--- config.mk ---
export PLATFORM = sky130hd
export DESIGN_NAME = serial_lcd_command_transmitter_core
export DESIGN_NICKNAME = d
export VERILOG_FILES = /design/src/rtl/slcdtx_pkg.sv /design/src/rtl/serial_lcd_command_transmitter_core.sv /design/src/rtl/slcdtx_front.sv /design/src/rtl/slcdtx_fifo.sv /design/src/rtl/slcdtx_back.sv
export SDC_FILE = /design/constraint.sdc
export NUM_CORES = 1
export LEC_CHECK = 0
export CAP_MARGIN = 15
export CORE_AREA = 8 8 106 108
export CTS_BUF_LIST = sky130_fd_sc_hd__clkbuf_8
export CTS_CLUSTER_SIZE = 8
export DETAILED_ROUTE_END_ITERATION = 10
export DIE_AREA = 0 0 114 116
export DONT_BUFFER_PORTS = 1
export GPL_TIMING_DRIVEN = 0
export SLEW_MARGIN = 20
export SYNTH_ARGS = -nofsm -noshare
export SYNTH_HDL_FRONTEND = slang
export SYNTH_SLANG_ARGS = --single-unit
--- constraint.sdc ---
create_clock -name clk_i -period 3.8 [get_ports clk_i]
set_input_delay 0.57 -clock clk_i [delete_from_list [all_inputs] [get_ports clk_i]]
set_output_delay 0.57 -clock clk_i [all_outputs]
set_load 0.02 [all_outputs]
--- src/rtl/slcdtx_pkg.sv ---
// shared types, constants and byte sequence functions for the serial lcd
// command transmitter; no dependencies
package slcdtx_pkg;

  localparam int LINE_CHARS = 16;
  localparam int SEQ_MAX    = LINE_CHARS + 2;
  localparam int BPOS_W     = $clog2(SEQ_MAX + 1);

  localparam int FIFO_DEPTH = 2;
  localparam int FIFO_PTR_W = $clog2(FIFO_DEPTH);
  localparam int FIFO_CNT_W = $clog2(FIFO_DEPTH + 1);

  localparam logic [7:0] BYTE_CMD     = 8'hFE;
  localparam logic [7:0] POS_BASE     = 8'h80;
  localparam logic [7:0] ROW2_OFS     = 8'h30;
  localparam logic [7:0] SPACE_CHAR   = 8'h20;
  localparam logic [7:0] CLR_CODE     = 8'h01;
  localparam logic [7:0] BL_CMD       = 8'h7C;
  localparam logic [7:0] BL_VAL       = 8'd157;
  localparam logic [7:0] ROW_LEN      = 8'd16;
  localparam logic [7:0] TWO_ROWS     = 8'd32;
  localparam logic [7:0] BIT_TIME_DEF = 8'd102;
  localparam logic [7:0] BIT_TIME_MIN = 8'd96;
  localparam logic [7:0] BIT_TIME_MAX = 8'd108;
  localparam logic [7:0] AUTOTUNE_RST = 8'd51;

  localparam logic [0:0] REG_AUTOTUNE = 1'b0;

  typedef enum logic [2:0] {
    MODE_CHAR      = 3'd0,
    MODE_GOTO      = 3'd1,
    MODE_CLRLINE   = 3'd2,
    MODE_CLEAR     = 3'd3,
    MODE_BACKLIGHT = 3'd4,
    MODE_TICK      = 3'd5
  } mode_e;

  typedef enum logic [1:0] {
    OP_CMD,
    OP_TICK,
    OP_NOP
  } op_e;

  typedef struct packed {
    op_e        op;
    logic [2:0] kind;
    logic [7:0] arg;
  } item_t;

  typedef struct packed {
    logic accepted;
    logic busy_res;
    logic tx_level;
  } result_t;

  function automatic logic [BPOS_W-1:0] seq_len(input logic [2:0] kind);
    logic [BPOS_W-1:0] n;
    if (kind == MODE_CHAR) begin
      n = BPOS_W'(1);
    end else if (kind == MODE_CLRLINE) begin
      n = BPOS_W'(SEQ_MAX);
    end else begin
      n = BPOS_W'(2);
    end
    return n;
  endfunction

  function automatic logic [7:0] seq_byte(input logic [2:0] kind, input logic [7:0] arg,
                                          input logic [BPOS_W-1:0] pos);
    logic [7:0] b;
    unique case (kind)
      MODE_CHAR: b = arg;
      MODE_GOTO: begin
        if (pos == '0) b = BYTE_CMD;
        else if (arg < ROW_LEN) b = arg + POS_BASE;
        else if (arg < TWO_ROWS) b = arg + POS_BASE + ROW2_OFS;
        else b = POS_BASE;
      end
      MODE_CLRLINE: begin
        if (pos == '0) b = BYTE_CMD;
        else if (pos == BPOS_W'(1)) b = {arg[3:0], 4'h0} | POS_BASE;
        else b = SPACE_CHAR;
      end
      MODE_CLEAR: b = (pos == '0) ? BYTE_CMD : CLR_CODE;
      default:    b = (pos == '0) ? BL_CMD : BL_VAL;
    endcase
    return b;
  endfunction

  function automatic logic [7:0] bit_time(input logic [7:0] tune);
    logic [7:0] t;
    t = {tune[6:0], 1'b0};
    if (t < BIT_TIME_MIN || t > BIT_TIME_MAX) t = BIT_TIME_DEF;
    return t;
  endfunction

endpackage

--- src/rtl/serial_lcd_command_transmitter_core.sv ---
// Serial display command transmitter, 8N1, least significant bit first.
// Each input transfer is a command (character, cursor position, clear line,
// clear display, backlight), a one-microsecond tick or a no-op (modes 6, 7);
// every transfer yields exactly one result transfer with the line level, the
// busy flag and whether a command was taken (commands are refused while a
// sequence is in progress). One transfer is accepted every cycle while the
// output is not stalled; its result passes the input register, the two-entry
// queue and the result register. The back end's byte sequencer and bit timer
// advance on tick items only. Bit time is twice the low seven bits of the
// autotune register (address 0, reset 51), replaced by 102 outside 96..108.
module serial_lcd_command_transmitter_core (
  input  logic        clk_i,
  input  logic        rst_ni,
  input  logic        s_axis_tvalid,
  output logic        s_axis_tready,
  input  logic [7:0]  s_axis_tdata,   // argument
  input  logic [2:0]  s_axis_tuser,   // mode
  output logic        m_axis_tvalid,
  input  logic        m_axis_tready,
  output logic [7:0]  m_axis_tdata,   // tx_level, busy_res, accepted, zero fill
  input  logic        psel,
  input  logic        penable,
  input  logic        pwrite,
  input  logic [2:0]  paddr,
  input  logic [31:0] pwdata,
  output logic [31:0] prdata,
  output logic        pready
);
  import slcdtx_pkg::*;

  logic    [7:0] autotune_q;
  logic          fr_valid, fr_ready, bk_valid, bk_ready;
  item_t         fr_item, bk_item;
  result_t       res;

  assign pready = 1'b1;
  assign prdata = (paddr[2] == REG_AUTOTUNE) ? {24'b0, autotune_q} : 32'b0;

  always_ff @(posedge clk_i or negedge rst_ni) begin
    if (!rst_ni) begin
      autotune_q <= AUTOTUNE_RST;
    end else if (psel && penable && pwrite && pready && paddr[2] == REG_AUTOTUNE) begin
      autotune_q <= pwdata[7:0];
    end
  end

  slcdtx_front u_front (
    .clk_i        (clk_i),
    .rst_ni       (rst_ni),
    .in_valid_i   (s_axis_tvalid),
    .in_ready_o   (s_axis_tready),
    .mode_i       (s_axis_tuser),
    .arg_i        (s_axis_tdata),
    .item_valid_o (fr_valid),
    .item_ready_i (fr_ready),
    .item_o       (fr_item)
  );

  slcdtx_fifo u_fifo (
    .clk_i        (clk_i),
    .rst_ni       (rst_ni),
    .push_valid_i (fr_valid),
    .push_ready_o (fr_ready),
    .push_item_i  (fr_item),
    .pop_valid_o  (bk_valid),
    .pop_ready_i  (bk_ready),
    .pop_item_o   (bk_item)
  );

  slcdtx_back u_back (
    .clk_i        (clk_i),
    .rst_ni       (rst_ni),
    .autotune_i   (autotune_q),
    .item_valid_i (bk_valid),
    .item_ready_o (bk_ready),
    .item_i       (bk_item),
    .res_valid_o  (m_axis_tvalid),
    .res_ready_i  (m_axis_tready),
    .res_o        (res)
  );

  assign m_axis_tdata = {5'b0, res};

endmodule

--- src/rtl/slcdtx_front.sv ---
// front end: takes input transfers, classifies them into command, tick or
// no-op and holds them for the queue; uses slcdtx_pkg
module slcdtx_front (
  input  logic               clk_i,
  input  logic               rst_ni,
  input  logic               in_valid_i,
  output logic               in_ready_o,
  input  logic [2:0]         mode_i,
  input  logic [7:0]         arg_i,
  output logic               item_valid_o,
  input  logic               item_ready_i,
  output slcdtx_pkg::item_t  item_o
);
  import slcdtx_pkg::*;

  logic  vld_q, vld_d;
  item_t item_q, item_d;
  op_e   op;

  always_comb begin
    if (mode_i == MODE_TICK) op = OP_TICK;
    else if (mode_i <= MODE_BACKLIGHT) op = OP_CMD;
    else op = OP_NOP;
  end

  assign in_ready_o = !vld_q || item_ready_i;

  always_comb begin
    vld_d  = vld_q && !item_ready_i;
    item_d = item_q;
    if (in_valid_i && in_ready_o) begin
      vld_d  = 1'b1;
      item_d = '{op: op, kind: mode_i, arg: arg_i};
    end
  end

  always_ff @(posedge clk_i or negedge rst_ni) begin
    if (!rst_ni) begin
      vld_q <= 1'b0;
    end else begin
      vld_q <= vld_d;
    end
  end

  always_ff @(posedge clk_i) begin
    item_q <= item_d;
  end

  assign item_valid_o = vld_q;
  assign item_o       = item_q;

endmodule

--- src/rtl/slcdtx_fifo.sv ---
// short queue of classified items between front and back end;
// uses slcdtx_pkg
module slcdtx_fifo (
  input  logic               clk_i,
  input  logic               rst_ni,
  input  logic               push_valid_i,
  output logic               push_ready_o,
  input  slcdtx_pkg::item_t  push_item_i,
  output logic               pop_valid_o,
  input  logic               pop_ready_i,
  output slcdtx_pkg::item_t  pop_item_o
);
  import slcdtx_pkg::*;

  item_t                 mem_q [FIFO_DEPTH];
  logic [FIFO_PTR_W-1:0] wr_ptr_q, rd_ptr_q;
  logic [FIFO_CNT_W-1:0] cnt_q;
  logic                  push, pop;

  assign push_ready_o = cnt_q != FIFO_CNT_W'(FIFO_DEPTH);
  assign pop_valid_o  = cnt_q != '0;
  assign pop_item_o   = mem_q[rd_ptr_q];
  assign push         = push_valid_i && push_ready_o;
  assign pop          = pop_valid_o && pop_ready_i;

  always_ff @(posedge clk_i or negedge rst_ni) begin
    if (!rst_ni) begin
      wr_ptr_q <= '0;
      rd_ptr_q <= '0;
      cnt_q    <= '0;
    end else begin
      if (push) wr_ptr_q <= wr_ptr_q + FIFO_PTR_W'(1);
      if (pop) rd_ptr_q <= rd_ptr_q + FIFO_PTR_W'(1);
      if (push && !pop) cnt_q <= cnt_q + FIFO_CNT_W'(1);
      else if (pop && !push) cnt_q <= cnt_q - FIFO_CNT_W'(1);
    end
  end

  always_ff @(posedge clk_i) begin
    if (push) mem_q[wr_ptr_q] <= push_item_i;
  end

endmodule

--- src/rtl/slcdtx_back.sv ---
// back end: byte sequencer and 8n1 bit timer, one item per cycle unless the
// output stalls, with a result register toward the output; uses slcdtx_pkg
module slcdtx_back (
  input  logic                 clk_i,
  input  logic                 rst_ni,
  input  logic [7:0]           autotune_i,
  input  logic                 item_valid_i,
  output logic                 item_ready_o,
  input  slcdtx_pkg::item_t    item_i,
  output logic                 res_valid_o,
  input  logic                 res_ready_i,
  output slcdtx_pkg::result_t  res_o
);
  import slcdtx_pkg::*;

  localparam logic [3:0] STOP_BIT = 4'd9;

  logic [2:0]        kind_q, kind_d;
  logic [7:0]        arg_q, arg_d;
  logic [BPOS_W-1:0] byte_pos_q, byte_pos_d, pos_nxt;
  logic [7:0]        cur_byte_q, cur_byte_d;
  logic [3:0]        bit_pos_q, bit_pos_d;
  logic [6:0]        tick_q, tick_d;
  logic [7:0]        tick_nxt;
  logic              sending_q, sending_d;
  logic              res_valid_q, res_valid_d;
  result_t           res_q, res_d;
  logic              pop, take, level;
  logic [2:0]        bit_idx;

  assign item_ready_o = !res_valid_q || res_ready_i;
  assign pop          = item_valid_i && item_ready_o;
  assign take         = item_i.op == OP_CMD && !sending_q;
  assign bit_idx      = 3'(bit_pos_q - 4'd1);
  assign tick_nxt     = {1'b0, tick_q} + 8'd1;
  assign pos_nxt      = byte_pos_q + BPOS_W'(1);

  always_comb begin
    if (!sending_q) level = 1'b1;
    else if (bit_pos_q == '0) level = 1'b0;
    else if (bit_pos_q >= STOP_BIT) level = 1'b1;
    else level = cur_byte_q[bit_idx];
  end

  always_comb begin
    kind_d      = kind_q;
    arg_d       = arg_q;
    byte_pos_d  = byte_pos_q;
    cur_byte_d  = cur_byte_q;
    bit_pos_d   = bit_pos_q;
    tick_d      = tick_q;
    sending_d   = sending_q;
    res_valid_d = res_valid_q && !res_ready_i;
    res_d       = res_q;
    if (pop) begin
      res_valid_d = 1'b1;
      if (take) begin
        res_d      = '{accepted: 1'b1, busy_res: 1'b1, tx_level: 1'b0};
        kind_d     = item_i.kind;
        arg_d      = item_i.arg;
        byte_pos_d = '0;
        bit_pos_d  = '0;
        tick_d     = '0;
        cur_byte_d = seq_byte(item_i.kind, item_i.arg, '0);
        sending_d  = 1'b1;
      end else begin
        res_d = '{accepted: 1'b0, busy_res: sending_q, tx_level: level};
        if (item_i.op == OP_TICK && sending_q) begin
          if (tick_nxt >= bit_time(autotune_i)) begin
            tick_d = '0;
            if (bit_pos_q == STOP_BIT) begin
              bit_pos_d = '0;
              if (pos_nxt >= seq_len(kind_q)) begin
                sending_d  = 1'b0;
                byte_pos_d = '0;
              end else begin
                byte_pos_d = pos_nxt;
                cur_byte_d = seq_byte(kind_q, arg_q, pos_nxt);
              end
            end else begin
              bit_pos_d = bit_pos_q + 4'd1;
            end
          end else begin
            tick_d = tick_nxt[6:0];
          end
        end
      end
    end
  end

  always_ff @(posedge clk_i or negedge rst_ni) begin
    if (!rst_ni) begin
      byte_pos_q  <= '0;
      bit_pos_q   <= '0;
      tick_q      <= '0;
      sending_q   <= 1'b0;
      res_valid_q <= 1'b0;
    end else begin
      byte_pos_q  <= byte_pos_d;
      bit_pos_q   <= bit_pos_d;
      tick_q      <= tick_d;
      sending_q   <= sending_d;
      res_valid_q <= res_valid_d;
    end
  end

  always_ff @(posedge clk_i) begin
    kind_q     <= kind_d;
    arg_q      <= arg_d;
    cur_byte_q <= cur_byte_d;
    res_q      <= res_d;
  end

  assign res_valid_o = res_valid_q;
  assign res_o       = res_q;

endmodule

# After elaboration in Yosys (flattened, before gate mapping)
# Memories as Yosys holds them, arrays and structs flattened.
# Cells that the tools add are included.
[word_totals]
register_bits = 66
ram_bits = 26
inputBits = 53
mem_count = 1
[classes]
n_addsub = 10
magnitude_cmp = 9
n_eq_ne = 12
mux = 56
bitwise = 1
reduce_logical = 40
[mem_list]
columns = ["name", "depth", "width", "rd", "rd_clocked_by_memory_dff", "write_ports", "line_no", "text"]
rows = [
  ["u_fifo.mem_q", 2, 13, 1, 0, 1, "slcdtx_fifo.sv:15", "item_t mem_q [FIFO_DEPTH];"],
]
[op_table]
columns = ["operator", "count"]
rows = [
  ["$mux 8", 17],
  ["$mux 5", 12],
  ["$pmux 8 s4", 1],
  ["$mux 7", 3],
  ["$mux 4", 4],
  ["$pmux 8 s2", 1],
  ["$mux 1", 13],
  ["$eq 3x2->1 const B", 4],
  ["$logic_and 1x1->1", 12],
  ["$reduce_bool 2->1", 6],
  ["$reduce_and 5->1", 2],
  ["$add 7x1->8 const B", 1],
  ["$add 8x6->8 const B", 1],
  ["$add 8x8->8 const B", 1],
  ["$ge 8x8->1", 1],
  ["$gt 8x7->1 const B", 1],
  ["$lt 8x5->1 const B", 1],
  ["$lt 8x6->1 const B", 1],
  ["$lt 8x7->1 const B", 1],
  ["$logic_not 1->1", 7],
  ["$eq 3x1->1 const B", 2],
  ["$logic_not 3->1", 2],
  ["$mux 2", 3],
  ["$add 5x1->5 const B", 1],
  ["other kinds (26)", 30],
]

# Depth between registers and ports, before layout
# Gate-level depths: netlist of the first run.
[logic_depth]
word_depth = 17
ltp_mapped = 11

# Cells and area by module
# From an unflattened synthesis of the first run, not the netlist that was laid out.
[unflattened]
hier_cells = 397
hier_area_um2 = 4810.9
[modules_own_cells]
columns = ["module", "n_inst", "cells_per_inst", "area_per_inst_um2"]
rows = [
  ["slcdtx_back", 1, 263, 2585.0],
  ["slcdtx_fifo", 1, 58, 1144.8],
  ["serial_lcd_command_transmitter_core", 1, 57, 621.8],
  ["slcdtx_front", 1, 19, 459.2],
]

# Worst setup path before layout of the first run
# OpenSTA, ideal clock, no wires.
[synth_timing]
path_kind = "register to register"
startpoint = "register autotune_q[4]"
endpoint = "register u_back.cur_byte_q[0], enable pin"
setup_time_ps = 375
t_arrival_ps = 2589
path_slack_ps = 836
path_stages_with_launch = 10
synth_period_minus_slack_ps = 2964
cell_sequence = "dfstp_2 nor4bb_1 nand3_1 ha_1 o21ai_0 a31oi_1 o2111ai_1 a31oi_4 and2_1 a21boi_1"
[synth_via]
elab_chain_cells = 9
elab_cells_between_ends = 10
cone_classes = "order compare: 3; mux: 4; reduce/logical: 3"
[synth_rtl]
columns = ["item", "line_no", "text"]
rows = [
  ["from (decl)", "serial_lcd_command_transmitter_core.sv:31", "logic [7:0] autotune_q;"],
  ["from (signal assigned)", "serial_lcd_command_transmitter_core.sv:43", "autotune_q <= pwdata[7:0];"],
  ["$lt 8x7->1 or $gt 8x7->1 (tied branches)", "slcdtx_pkg.sv:93", "if (t < BIT_TIME_MIN || t > BIT_TIME_MAX) t = BIT_TIME_DEF;"],
  ["$logic_or 1x1->1", "slcdtx_pkg.sv:93", ""],
  ["$mux 8 *", "slcdtx_pkg.sv:93", ""],
  ["$mux 8 *", "slcdtx_back.sv:68", "if (item_i.op == OP_TICK && sending_q) begin"],
  ["$mux 8 *", "slcdtx_back.sv:57", "if (take) begin"],
  ["$mux 8 *", "slcdtx_back.sv:55", "if (pop) begin"],
  ["$ge 8x8->1 *", "slcdtx_back.sv:69", "if (tick_nxt >= bit_time(autotune_i)) begin"],
  ["$reduce_bool 2->1 (no source line) *", "n/a", ""],
  ["$reduce_and 5->1 (no source line) *", "n/a", ""],
  ["to (signal assigned)", "slcdtx_back.sv:110", "cur_byte_q <= cur_byte_d;"],
  ["to (decl)", "slcdtx_back.sv:21", "logic [7:0] cur_byte_q, cur_byte_d;"],
]
# Every way passes the cells marked *; elsewhere a longest branch is shown, timed or not. The select of a mux whose other input is x is not followed.
# A chain may end at the register's enable or synchronous reset.

# Final worst setup path of the first run
[layout_timing]
startpoint = "register autotune_q[4]"
endpoint = "register u_back.cur_byte_q[6], enable pin"
# The elaborated chain is that of the path after synthesis.

==> run_results.csv, run 1 <==
group,metric,value,unit
outcome,outcome,"complete, no violations",
job,cap_violations,0,
pwr,cellLeakagePower,0.00209,uW
setup_path,cp-end-kind,"register",
placed_design,port-buffer-count,0,
sta,setup_viol,0,
layout,nets,508,
pwr,pwr-share-seq,0.490,
grt,grt_pass1_wl,13.4,mm
sta,skew,10.9,ps
setup_path,cp.arrival,3490,ps
sta,worst-slew-pin-transition,860,ps
sta,min_period_over_period,0.919,
layout,fin_area,5180,um^2
clock_network,clock_latency,360,ps
pwr,total_power,3130,uW
grt,overflow,0,
detailed_routing,drc,0,
pwr,p_comb_frac,0.314,
sta,fmax,286,MHz
floorplan,chipWidth,114,um
clock_network,cts.clk_slew.worst_paths,100,ps
placed_design,place_inst,557,
sta,hold_violations,0,
floorplan,start_util,0.491,
detailed_routing,ant_nets,0,
floorplan,io_pins,96,
yosys,ys_seq_elements,92,
pwr,p_int,2040,uW
pwr,powerDensity,604,nW/um^2
detailed_routing,vias,2843,
floorplan,fp-row-count,36,
clock_network,h-tree-depth,3,
clock_network,clock_sinks,92,
yosys,synth_edf_count,61,
yosys,synthesis.area,4690,um^2
detailed_routing,wl_per_cell,14.3,um
layout,drive_above_1_share,0.181,
detailed_routing,vias_per_cell,4.95,
detailed_routing,drt_iter0_drc,89,
layout,area_growth,10.4,%
setup_path,crit_path_start_kind,"register",
clock_network,cts_tree,"done",
setup_path,critPathKind,"register to register",
grt,grt_max_degree,28,
grt,grt_pass1_vias,2808,
yosys,synth-main-ff-cell,"edfxtp_1",
pwr,switching_power,1090,uW
pwr,irDropWorstVdd,0.365,mV
pwr,clkPwrFrac,0.196,
layout,fin_cells,574,
placed_design,place_hpwl,6.19,mm
yosys,yosysTopAreaCell,"edfxtp_1",
yosys,synth_top_cell_area_share,0.391,
sta,min_period,3490,ps
clock_network,cts.path.max_buffers,2,
clock_network,numCtsBuffers,9,
placed_design,placed_area,4970,um^2
layout,diodes,0,
layout,final_common_cell,"edfxtp_1",
sta,whs,22.7,ps
floorplan,core,9550,um^2
placed_design,finalWeightedCongestion,0.826,
yosys,synthCells,392,
sta,fin_tns_setup,0,ps
sta,rsz0062_at_grt,"no",
yosys,synth_cell_types,59,
floorplan,die_area,13200,um^2
layout,final_cell_mix,"61 x edfxtp_1, 34 x conb_1, 30 x buf_4",
setup_path,crit_required,3790,ps
yosys,ys.warnings.count,0,
clock_network,cts_root_buffer,"clkbuf_8",
clock_network,post_cts.repair.setup_buffers,0,
detailed_routing,dr.pass1.iters,4,
grt,grtUsageTotal,0.128,
sta,drv_slew,0,
sta,maxSlewHeadroom,0.424,
yosys,synthTopCellsByArea,"edfxtp_1 39%, dfrtp_1 14%, ha_1 5.1%, buf_4 4.8%, mux2_2 4.8%",
yosys,synthArstFlopShare,0.337,
yosys,syn_area_per_cell,12.0,um^2
detailed_routing,drt_wl_total,8.19,mm
grt,grt_antenna_before_repair,0,
setup_path,critPathMaxFanout,8,
pwr,swShare,0.349,
min_path,min-delay-path-class,"input pin to async pin",
yosys,synth-seq-area-share,0.557,
floorplan,fp.dieH,116,um
==> per-layer routing <==
metal	vias to the layer above	routed length [um]	GRT usage
li1	1445	-	-
met3	13	471	0.0339
met1	1317	3520	0.150
met5	-	0	0
met4	0	142	0.0594
met2	68	4050	0.215
==> state kept, by name, summed over array words and instances, names as in the netlist <==
name,count
u_fifo.rd_ptr_q,1
u_back.cur_byte_q,8
u_back.byte_pos_q,5
u_back.arg_q,8
u_back.tick_q,7
u_back.bit_pos_q,4
u_back.res_o,3
u_front.item_valid_o,1
u_fifo.mem_q,26
u_front.item_o,13
autotune_q,8
u_back.res_valid_o,1
u_fifo.cnt_q,2
u_fifo.wr_ptr_q,1
u_back.sending_q,1
u_back.kind_q,3
==> final timing paths <==
kind                                               from                                to  slack, ps  cells past startpoint
max in group asynchronous                        rst_ni       u_fifo.rd_ptr_q$_DFFE_PN0P_       3620                      1
min in group clk_i                      s_axis_tdata[7]       u_front.item_o[7]$_DFFE_PP_        300                      0
min                                              rst_ni  u_back.byte_pos_q[0]$_DFFE_PN0P_         20                      1
min reg2reg                u_front.item_o[10]$_DFFE_PP_     u_fifo.mem_q[1][10]$_DFFE_PP_        450                      0
max reg2reg                   autotune_q[4]$_DFFE_PN1P_    u_back.cur_byte_q[6]$_DFFE_PP_        310                      9
max                           autotune_q[4]$_DFFE_PN1P_    u_back.cur_byte_q[6]$_DFFE_PP_        310                      9
==> cell type report <==
| class | count | area, um^2 |
|---|---|---|
| timing repair buffer | 1 | 20.0 |
| multi-input combinational | 272 | 1840 |
| fill | 853 | 4370 |
| clock inverter | 7 | 56.3 |
| inverter | 18 | 67.6 |
| sequential | 92 | 2610 |
| clock buffer | 9 | 124 |
| buffer | 42 | 288 |
| tap | 133 | 166 |
==> synthesized netlist by cell type, types with 4 or more instances <==
master    count
or3_1         4
o22ai_1       4
dfrtp_1      27
nor2_1       27
buf_4        30
a31oi_1       6
edfxtp_1     61
xor2_1        6
clkbuf_1      8
nor2b_1      10
ha_1         19
inv_1        18
nor3_1        8
a21oi_1       8
nand3_1      10
nand2b_1     12
dfstp_2       4
xnor2_1       9
o21ai_0      18
nand2_1      25
mux2i_1       5
mux2_2       20
==> repair_timing <==
| item | CTS | global route |
|---|---|---|
| hold buffers | 1 | 0 |
| hold endpoints to repair | 27 | 0 |
| resized for setup | 0 | 0 |
==> cells by family after synthesis <==
kind of cell | Yosys count | synth area share
AND/OR/NAND/NOR | 109 | 0.119
other | 2 | 0.00160
flip-flops | 92 | 0.557
adder cells (fa/ha/maj) | 20 | 0.0528
multiplexers | 27 | 0.0683
XOR/XNOR | 15 | 0.0280
AO/OA/AOI/OAI | 67 | 0.0974
buffers and inverters | 60 | 0.0758
==> worst max-delay path, cell delays in order, from the launching register on <==
cell       delay (ps)
dfstp_2           540
nor4bb_1          480
nand3_1           160
ha_1              300
o21ai_0            80
a31oi_1           190
o2111ai_1         260
a31oi_4           240
and2_1            240
a21boi_1          630
==> power groups by stage <==
stage	logic, uW	clock network (uW)	registers [uW]
3_5_place_dp	980	0	1560
4_1_cts	995	634	1540
2_1_floorplan	806	0	1510
6_report	981	614	1530
5_1_grt	1110	673	1570
3_3_place_gp	964	0	1550
==> metrics by stage <==
step | setup slack (ps) | utilization
floorplan | 836 | -
global placement | 328 | 0.521
detailed placement | 289 | 0.521
CTS | 255 | 0.542
global route | 63.1 | 0.542
finish | 307 | 0.542
No activity file was read; power rests on OpenSTA's default activity.
==> run 2, diff against run 1 <==
--- a/config.mk
+++ b/config.mk
@@ -13,6 +13,8 @@
 export DIE_AREA = 0 0 114 116
 export DONT_BUFFER_PORTS = 1
 export GPL_TIMING_DRIVEN = 0
+export RECOVER_POWER = 25
+export REMOVE_ABC_BUFFERS = 1
 export SLEW_MARGIN = 20
 export SYNTH_ARGS = -nofsm -noshare
 export SYNTH_HDL_FRONTEND = slang
==> run 2 against run 1 <==
Against the previous run: the run now ends with max-capacitance violations left; routed wire length shrank 0.99%; clock skew decreased by 4.3 ps; sequential power rose by 3%; core utilization down 2.9 points; largest cell class unchanged; largest power group unchanged.
==> run_results.csv, run 2 (synthesis gave the netlist of run 1 again) <==
group,metric,value,unit
sta,drv_slew,0,
setup_path,critPathKind,"register to register",
setup_path,crit_chain,"nor4bb_1 > nand3_1 > ha_1 > o21ai_0 > a31oi_1 > o2111ai_1 > a31oi_4 > and2_1 > a21boi_2",
sta,min_period_over_period,0.926,
grt,grtUsageTotal,0.125,
layout,fin_cells,532,
grt,grt_max_degree,28,
layout,diodes,0,
grt,grtUsageMet1,0.148,
setup_path,r2r-end,"u_back.cur_byte_q[0]$_DFFE_PP_",
setup_path,cp-end-kind,"register",
job,cap_violations,1,
floorplan,fp-row-count,36,
detailed_routing,drc,0,
setup_path,critical-path-top-delay-family,"compound AO/OA/AOI/OAI gates",
floorplan,chipWidth,114,um
clock_network,clock_sinks,92,
detailed_routing,wl_per_cell,15.2,um
detailed_routing,vias,2740,
placed_design,place_hpwl,5.83,mm
sta,skew,6.56,ps
detailed_routing,drt_iter0_drc,95,
floorplan,fp.dieH,116,um
outcome,outcome,"complete, but fails checks",
setup_path,rrSetupSlack,280,ps
floorplan,io_pins,96,
setup_path,cp-startpoint,"autotune_q[4]$_DFFE_PN1P_",
layout,drive_above_1_share,0.115,
sta,maxSlewHeadroom,0.00692,
clock_network,clock_latency,350,ps
layout,area_growth,4.46,%
placed_design,finalWeightedCongestion,0.810,
layout,nets,466,
clock_network,cts.path.max_buffers,2,
sta,setup_viol,0,
pwr,cellLeakagePower,0.00189,uW
setup_path,critPathMaxFanout,11,
clock_network,cts_tree,"done",
layout,top_register,"u_fifo.mem_q",
sta,fmax,284,MHz
setup_path,slowest_stage,"dfstp_2",
setup_path,rr_startpoint,"autotune_q[4]$_DFFE_PN1P_",
floorplan,core,9550,um^2
setup_path,worst-path-buf-inv,0,
min_path,min-delay-path-class,"input pin to async pin",
setup_path,endpoint,"u_back.cur_byte_q[0]$_DFFE_PP_",
placed_design,place_inst,515,
layout,final_cell_mix,"61 x edfxtp_1, 34 x conb_1, 27 x dfrtp_1",
setup_path,ff2ff_path_depth,9,
layout,largest_reg_flops,26,
placed_design,port-buffer-count,0,
detailed_routing,ant_nets,0,
clock_network,numCtsBuffers,9,
clock_network,cts.clk_slew.worst_paths,90,ps
sta,min_period,3520,ps
setup_path,cp.arrival,3520,ps
floorplan,die_area,13200,um^2
grt,grt_antenna_before_repair,0,
setup_path,crit_required,3800,ps
grt,grt_util_met2,0.211,
sta,worst-slew-pin-transition,1490,ps
grt,grt_use_met3,0.0360,
clock_network,h-tree-depth,3,
detailed_routing,drt_wl_total,8.10,mm
setup_path,cp.depth,9,
sta,hold_violations,0,
setup_path,critPathMaxStageDelay,540,ps
floorplan,start_util,0.491,
detailed_routing,dr.pass1.iters,4,
pwr,powerDensity,640,nW/um^2
sta,whs,51.9,ps
grt,busiest_layer,"met2",
detailed_routing,vias_per_cell,5.15,
sta,fin_tns_setup,0,ps
sta,rsz0062_at_grt,"no",
setup_path,crit_path_start_kind,"register",
outcome,violations,"max-capacitance violations",
layout,final_common_cell,"edfxtp_1",
pwr,irDropWorstVdd,0.453,mV
grt,grt_pass1_vias,2740,
grt,grt_pass1_wl,13.0,mm
clock_network,cts_root_buffer,"clkbuf_8",
grt,overflow,0,
run 2: per-stage QoR:
step / total power, uW / setup slack (ps) / utilization / instance area (um^2)
6_report: 3130 / 281 / 0.513 / 4900
5_1_grt: 3340 / 53.5 / 0.513 / 4900
4_1_cts: 3180 / 68.0 / 0.514 / 4910
3_5_place_dp: 2480 / 104 / 0.491 / 4690
3_3_place_gp: 2450 / 147 / 0.491 / 4690
2_1_floorplan: 2260 / 667 / - / 4520
run 2: what timing repair did:
action                                 CTS  global route
setup endpoints to repair                0             8
endpoints found under the hold margin   27             0
setup buffers                            0             0
gates resized for setup                  0             1
hold buffers                             1             0
run 2: final cells by class:
class | count | area [um^2]
clock inverters | 6 | 62.6
well taps | 133 | 166
inverters | 18 | 67.6
repair buffers | 1 | 3.75
multi-input cells | 272 | 1850
fillers | 871 | 4650
clock buffers | 10 | 138
flip-flops and latches | 92 | 2610
run 2: where the power goes:
group          switching (uW)  internal, uW  total (uW)
clock                     349           324         673
combinational             504           383         887
sequential                214          1360        1580
total                    1070          2070        3130
run 2: how the worst min path moves through the flow:
stage / startpoint / endpoint / slack [ps] / cells past startpoint
floorplan: rst_ni / autotune_q[2]$_DFFE_PN0P_ / 270 / 0
global placement: rst_ni / u_back.byte_pos_q[2]$_DFFE_PN0P_ / 280 / 0
detailed placement: rst_ni / u_back.byte_pos_q[4]$_DFFE_PN0P_ / 280 / 0
CTS: rst_ni / u_back.bit_pos_q[3]$_DFFE_PN0P_ / 9 / 1
global route: rst_ni / autotune_q[1]$_DFFE_PN1P_ / 20 / 0
finish: rst_ni / autotune_q[1]$_DFFE_PN1P_ / 50 / 0
run 2: per-layer routing:
| metal | routed length (um) | up-vias |
|---|---|---|
| li1 | - | 1352 |
| met1 | 3540 | 1320 |
| met2 | 4020 | 56 |
| met3 | 398 | 12 |
| met4 | 142 | 0 |
| met5 | 0 | - |
==> run 3, diff against run 2 <==
--- a/config.mk
+++ b/config.mk
@@ -5,12 +5,13 @@
 export SDC_FILE = /design/constraint.sdc
 export NUM_CORES = 1
 export LEC_CHECK = 0
+export ABC_AREA = 1
 export CAP_MARGIN = 15
-export CORE_AREA = 8 8 106 108
+export CORE_AREA = 8 8 112 114
 export CTS_BUF_LIST = sky130_fd_sc_hd__clkbuf_8
 export CTS_CLUSTER_SIZE = 8
 export DETAILED_ROUTE_END_ITERATION = 10
-export DIE_AREA = 0 0 114 116
+export DIE_AREA = 0 0 120 122
 export DONT_BUFFER_PORTS = 1
 export GPL_TIMING_DRIVEN = 0
 export RECOVER_POWER = 25
==> run 3 against run 2 <==
Against the previous run: the run now ends clean; combinational power is 21% higher; synthesized cell count is 28% higher; critical path type unchanged; non-clock buffer count stayed put; first-iteration DRC count is 36% higher; final cell count is 23% higher; fmax is 7.5% higher; routed wire length is 3.5% higher; critical path depth is 2 lower.
==> run_results.csv, run 3 <==
group,metric,value,unit
sta,fin_tns_setup,0,ps
yosys,ys_seq_elements,92,
detailed_routing,vias_per_cell,4.76,
grt,grt_pass1_wl,13.6,mm
yosys,synth-seq-area-share,0.553,
yosys,synth_edf_count,61,
clock_network,cts_root_buffer,"clkbuf_8",
pwr,cellLeakagePower,0.00225,uW
layout,largest_reg_flops,26,
detailed_routing,ant_nets,0,
layout,drive_above_1_share,0.0702,
setup_path,critPathMaxStageDelay,690,ps
floorplan,fp.dieH,122,um
layout,final_cell_mix,"93 x nand2_1, 70 x inv_1, 61 x edfxtp_1",
detailed_routing,dr.pass1.iters,7,
yosys,yosysMostFrequentCell,"nand2_1",
yosys,synthMuxAreaShare,0.00212,
floorplan,start_util,0.442,
floorplan,chipWidth,120,um
placed_design,finalWeightedCongestion,0.835,
pwr,irDropWorstVdd,0.329,mV
min_path,min-delay-path-class,"input pin to async pin",
yosys,synth_cell_types,39,
layout,final_common_cell,"nand2_1",
detailed_routing,drc,0,
outcome,outcome,"complete, no violations",
clock_network,cts.path.max_buffers,2,
clock_network,h-tree-depth,3,
yosys,synthCells,501,
layout,nets,581,
yosys,synth_compound_area_frac,0.0792,
sta,setup_viol,0,
yosys,syn_area_per_cell,9.43,um^2
floorplan,fp-row-count,38,
setup_path,cp-end-kind,"register",
setup_path,cp.arrival,3270,ps
setup_path,critPathKind,"register to register",
sta,drv_slew,0,
floorplan,core,10700,um^2
yosys,ys.warnings.count,0,
yosys,synth-main-ff-cell,"edfxtp_1",
clock_network,cts.clk_slew.worst_paths,90,ps
clock_network,post_cts.repair.setup_buffers,0,
grt,overflow,0,
setup_path,slowest_stage,"dfrtp_1",
yosys,synth_top_family_by_area,"simple AND/OR/NAND/NOR gates",
detailed_routing,drt_wl_total,8.39,mm
clock_network,numCtsBuffers,9,
setup_path,crit_path_start_kind,"register",
layout,fin_cells,653,
grt,grt_max_degree,28,
grt,grt_antenna_before_repair,0,
detailed_routing,vias,3109,
grt,grtUsageTotal,0.115,
placed_design,place_inst,637,
yosys,synth-simple-area-share,0.184,
detailed_routing,drt_iter0_drc,129,
placed_design,port-buffer-count,0,
sta,hold_violations,0,
grt,grt_pass1_vias,3009,
job,cap_violations,0,
clock_network,cts_tree,"done",
yosys,synth_top_cell_area_share,0.388,
yosys,yosysTopAreaCell,"edfxtp_1",
clock_network,clock_latency,360,ps
setup_path,crit_required,3800,ps
yosys,synth-xor-area-share,0.0185,
yosys,synthesis.area,4720,um^2
sta,skew,10.6,ps
layout,area_growth,4.93,%
setup_path,critPathMaxFanout,15,
detailed_routing,wl_per_cell,12.8,um
yosys,synthArstFlopShare,0.337,
sta,worst-slew-pin-transition,1440,ps
floorplan,io_pins,96,
yosys,synth_adder_area_share,0.0503,
sta,maxSlewHeadroom,0.0412,
floorplan,die_area,14600,um^2
sta,rsz0062_at_grt,"no",
yosys,ys_top_cells_by_count,"93 x nand2_1, 70 x inv_1, 61 x edfxtp_1",
pwr,powerDensity,659,nW/um^2
layout,diodes,0,
layout,top_register,"u_fifo.mem_q",
setup_path,crit_chain,"inv_2 > nand2_1 > and2_1 > nand3_1 > inv_1 > nor2_4 > a211oi_2",
yosys,synthTopCellsByArea,"edfxtp_1 39%, dfrtp_1 14%, nand2_1 7.4%, inv_1 5.6%, ha_1 5.0%",
placed_design,place_hpwl,6.34,mm
sta,min_period_over_period,0.861,
clock_network,clock_sinks,92,
sta,fmax,306,MHz
sta,min_period,3270,ps
-- run 3: changes by cell type after synthesis, moves of 5 or more --
cell      previous run  this run
nand2b_1            12         0
nand2_1             25        93
a31oi_1              6         1
a21oi_1              8        18
or2_2                0         6
xnor2_1              9         2
nor2b_1             10         0
o21ai_0             18        35
mux2_2              20         0
nand4_1              2         8
nor2_1              27        54
nand3_1             10        27
inv_1               18        70
-- run 3: final cells by class --
cell class | instances | area (um^2)
clock buffer | 9 | 124
tap | 140 | 175
fill | 1026 | 5740
timing repair buffer | 1 | 3.75
sequential | 92 | 2610
clock inverter | 6 | 50.0
inverter | 73 | 275
multi-input combinational | 332 | 1720
-- run 3: layer usage --
metal	part of all wire	vias to the layer above	GRT usage	routed length [um]
li1	-	1600	-	-
met1	0.44	1436	0.131	3720
met2	0.49	60	0.202	4150
met3	0.044	13	0.0264	369
met4	0.018	0	0.0546	150
met5	0	-	0	0
-- run 3: repair_timing --
action / 4_1_cts / 5_1_grt
gates resized for setup: 0 / 0
hold buffers: 1 / 0
endpoints found under the hold margin: 27 / 0
-- run 3: per-stage QoR --
step                      power, uW  hold slack [ps]  area [um^2]   util  setup WS (ps)
after detailed placement       2700              275         4770  0.446            126
after global routing           3530             21.5         4960  0.463            267
final                          3270             45.5         4960  0.463            527
after global placement         2660              275         4770  0.446            164
after floorplan                2420              274         4590      -           1040
after CTS                      3310             4.91         4970  0.464            107
-- run 3: final timing paths --
| check | startpoint | to | slack [ps] | cells after the start |
|---|---|---|---|---|
| setup reg to reg | u_fifo.rd_ptr_q$_DFFE_PN0P_ | u_back.cur_byte_q[0]$_DFFE_PP_ | 530 | 7 |
| setup / recovery | u_fifo.rd_ptr_q$_DFFE_PN0P_ | u_back.cur_byte_q[0]$_DFFE_PP_ | 530 | 7 |
| hold reg to reg | u_front.item_o[7]$_DFFE_PP_ | u_fifo.mem_q[1][7]$_DFFE_PP_ | 450 | 0 |
| max in group asynchronous | rst_ni | autotune_q[6]$_DFFE_PN0P_ | 2420 | 1 |
| min in group clk_i | s_axis_tdata[3] | u_front.item_o[3]$_DFFE_PP_ | 300 | 0 |
| hold / removal | rst_ni | autotune_q[1]$_DFFE_PN1P_ | 50 | 0 |
-- run 3: report_power, final --
part | internal [uW] | total (uW) | leakage (uW) | switching, uW
sequential | 1400 | 1610 | 0.000925 | 207
clock | 242 | 594 | 0.0000876 | 352
combinational | 351 | 1070 | 0.00124 | 718
total | 1990 | 3270 | 0.00225 | 1280
-- run 3: critical path, delay by kind of cell (launching register included) --
| kind | cells | cell delay [ps] |
|---|---|---|
| AO/OA/AOI/OAI | 1 | 580 |
| buffers and inverters | 2 | 780 |
| flip-flops | 1 | 690 |
| AND/OR/NAND/NOR | 4 | 850 |
-- run 3: logic make-up after synthesis --
family | Yosys count
xor gates and xnor gates | 10
muxes | 1
AOI/OAI and AO/OA | 68
other | 2
buffers and inverters | 109
DFF | 92
adders and majority gates | 19
and+or+nand+nor | 200
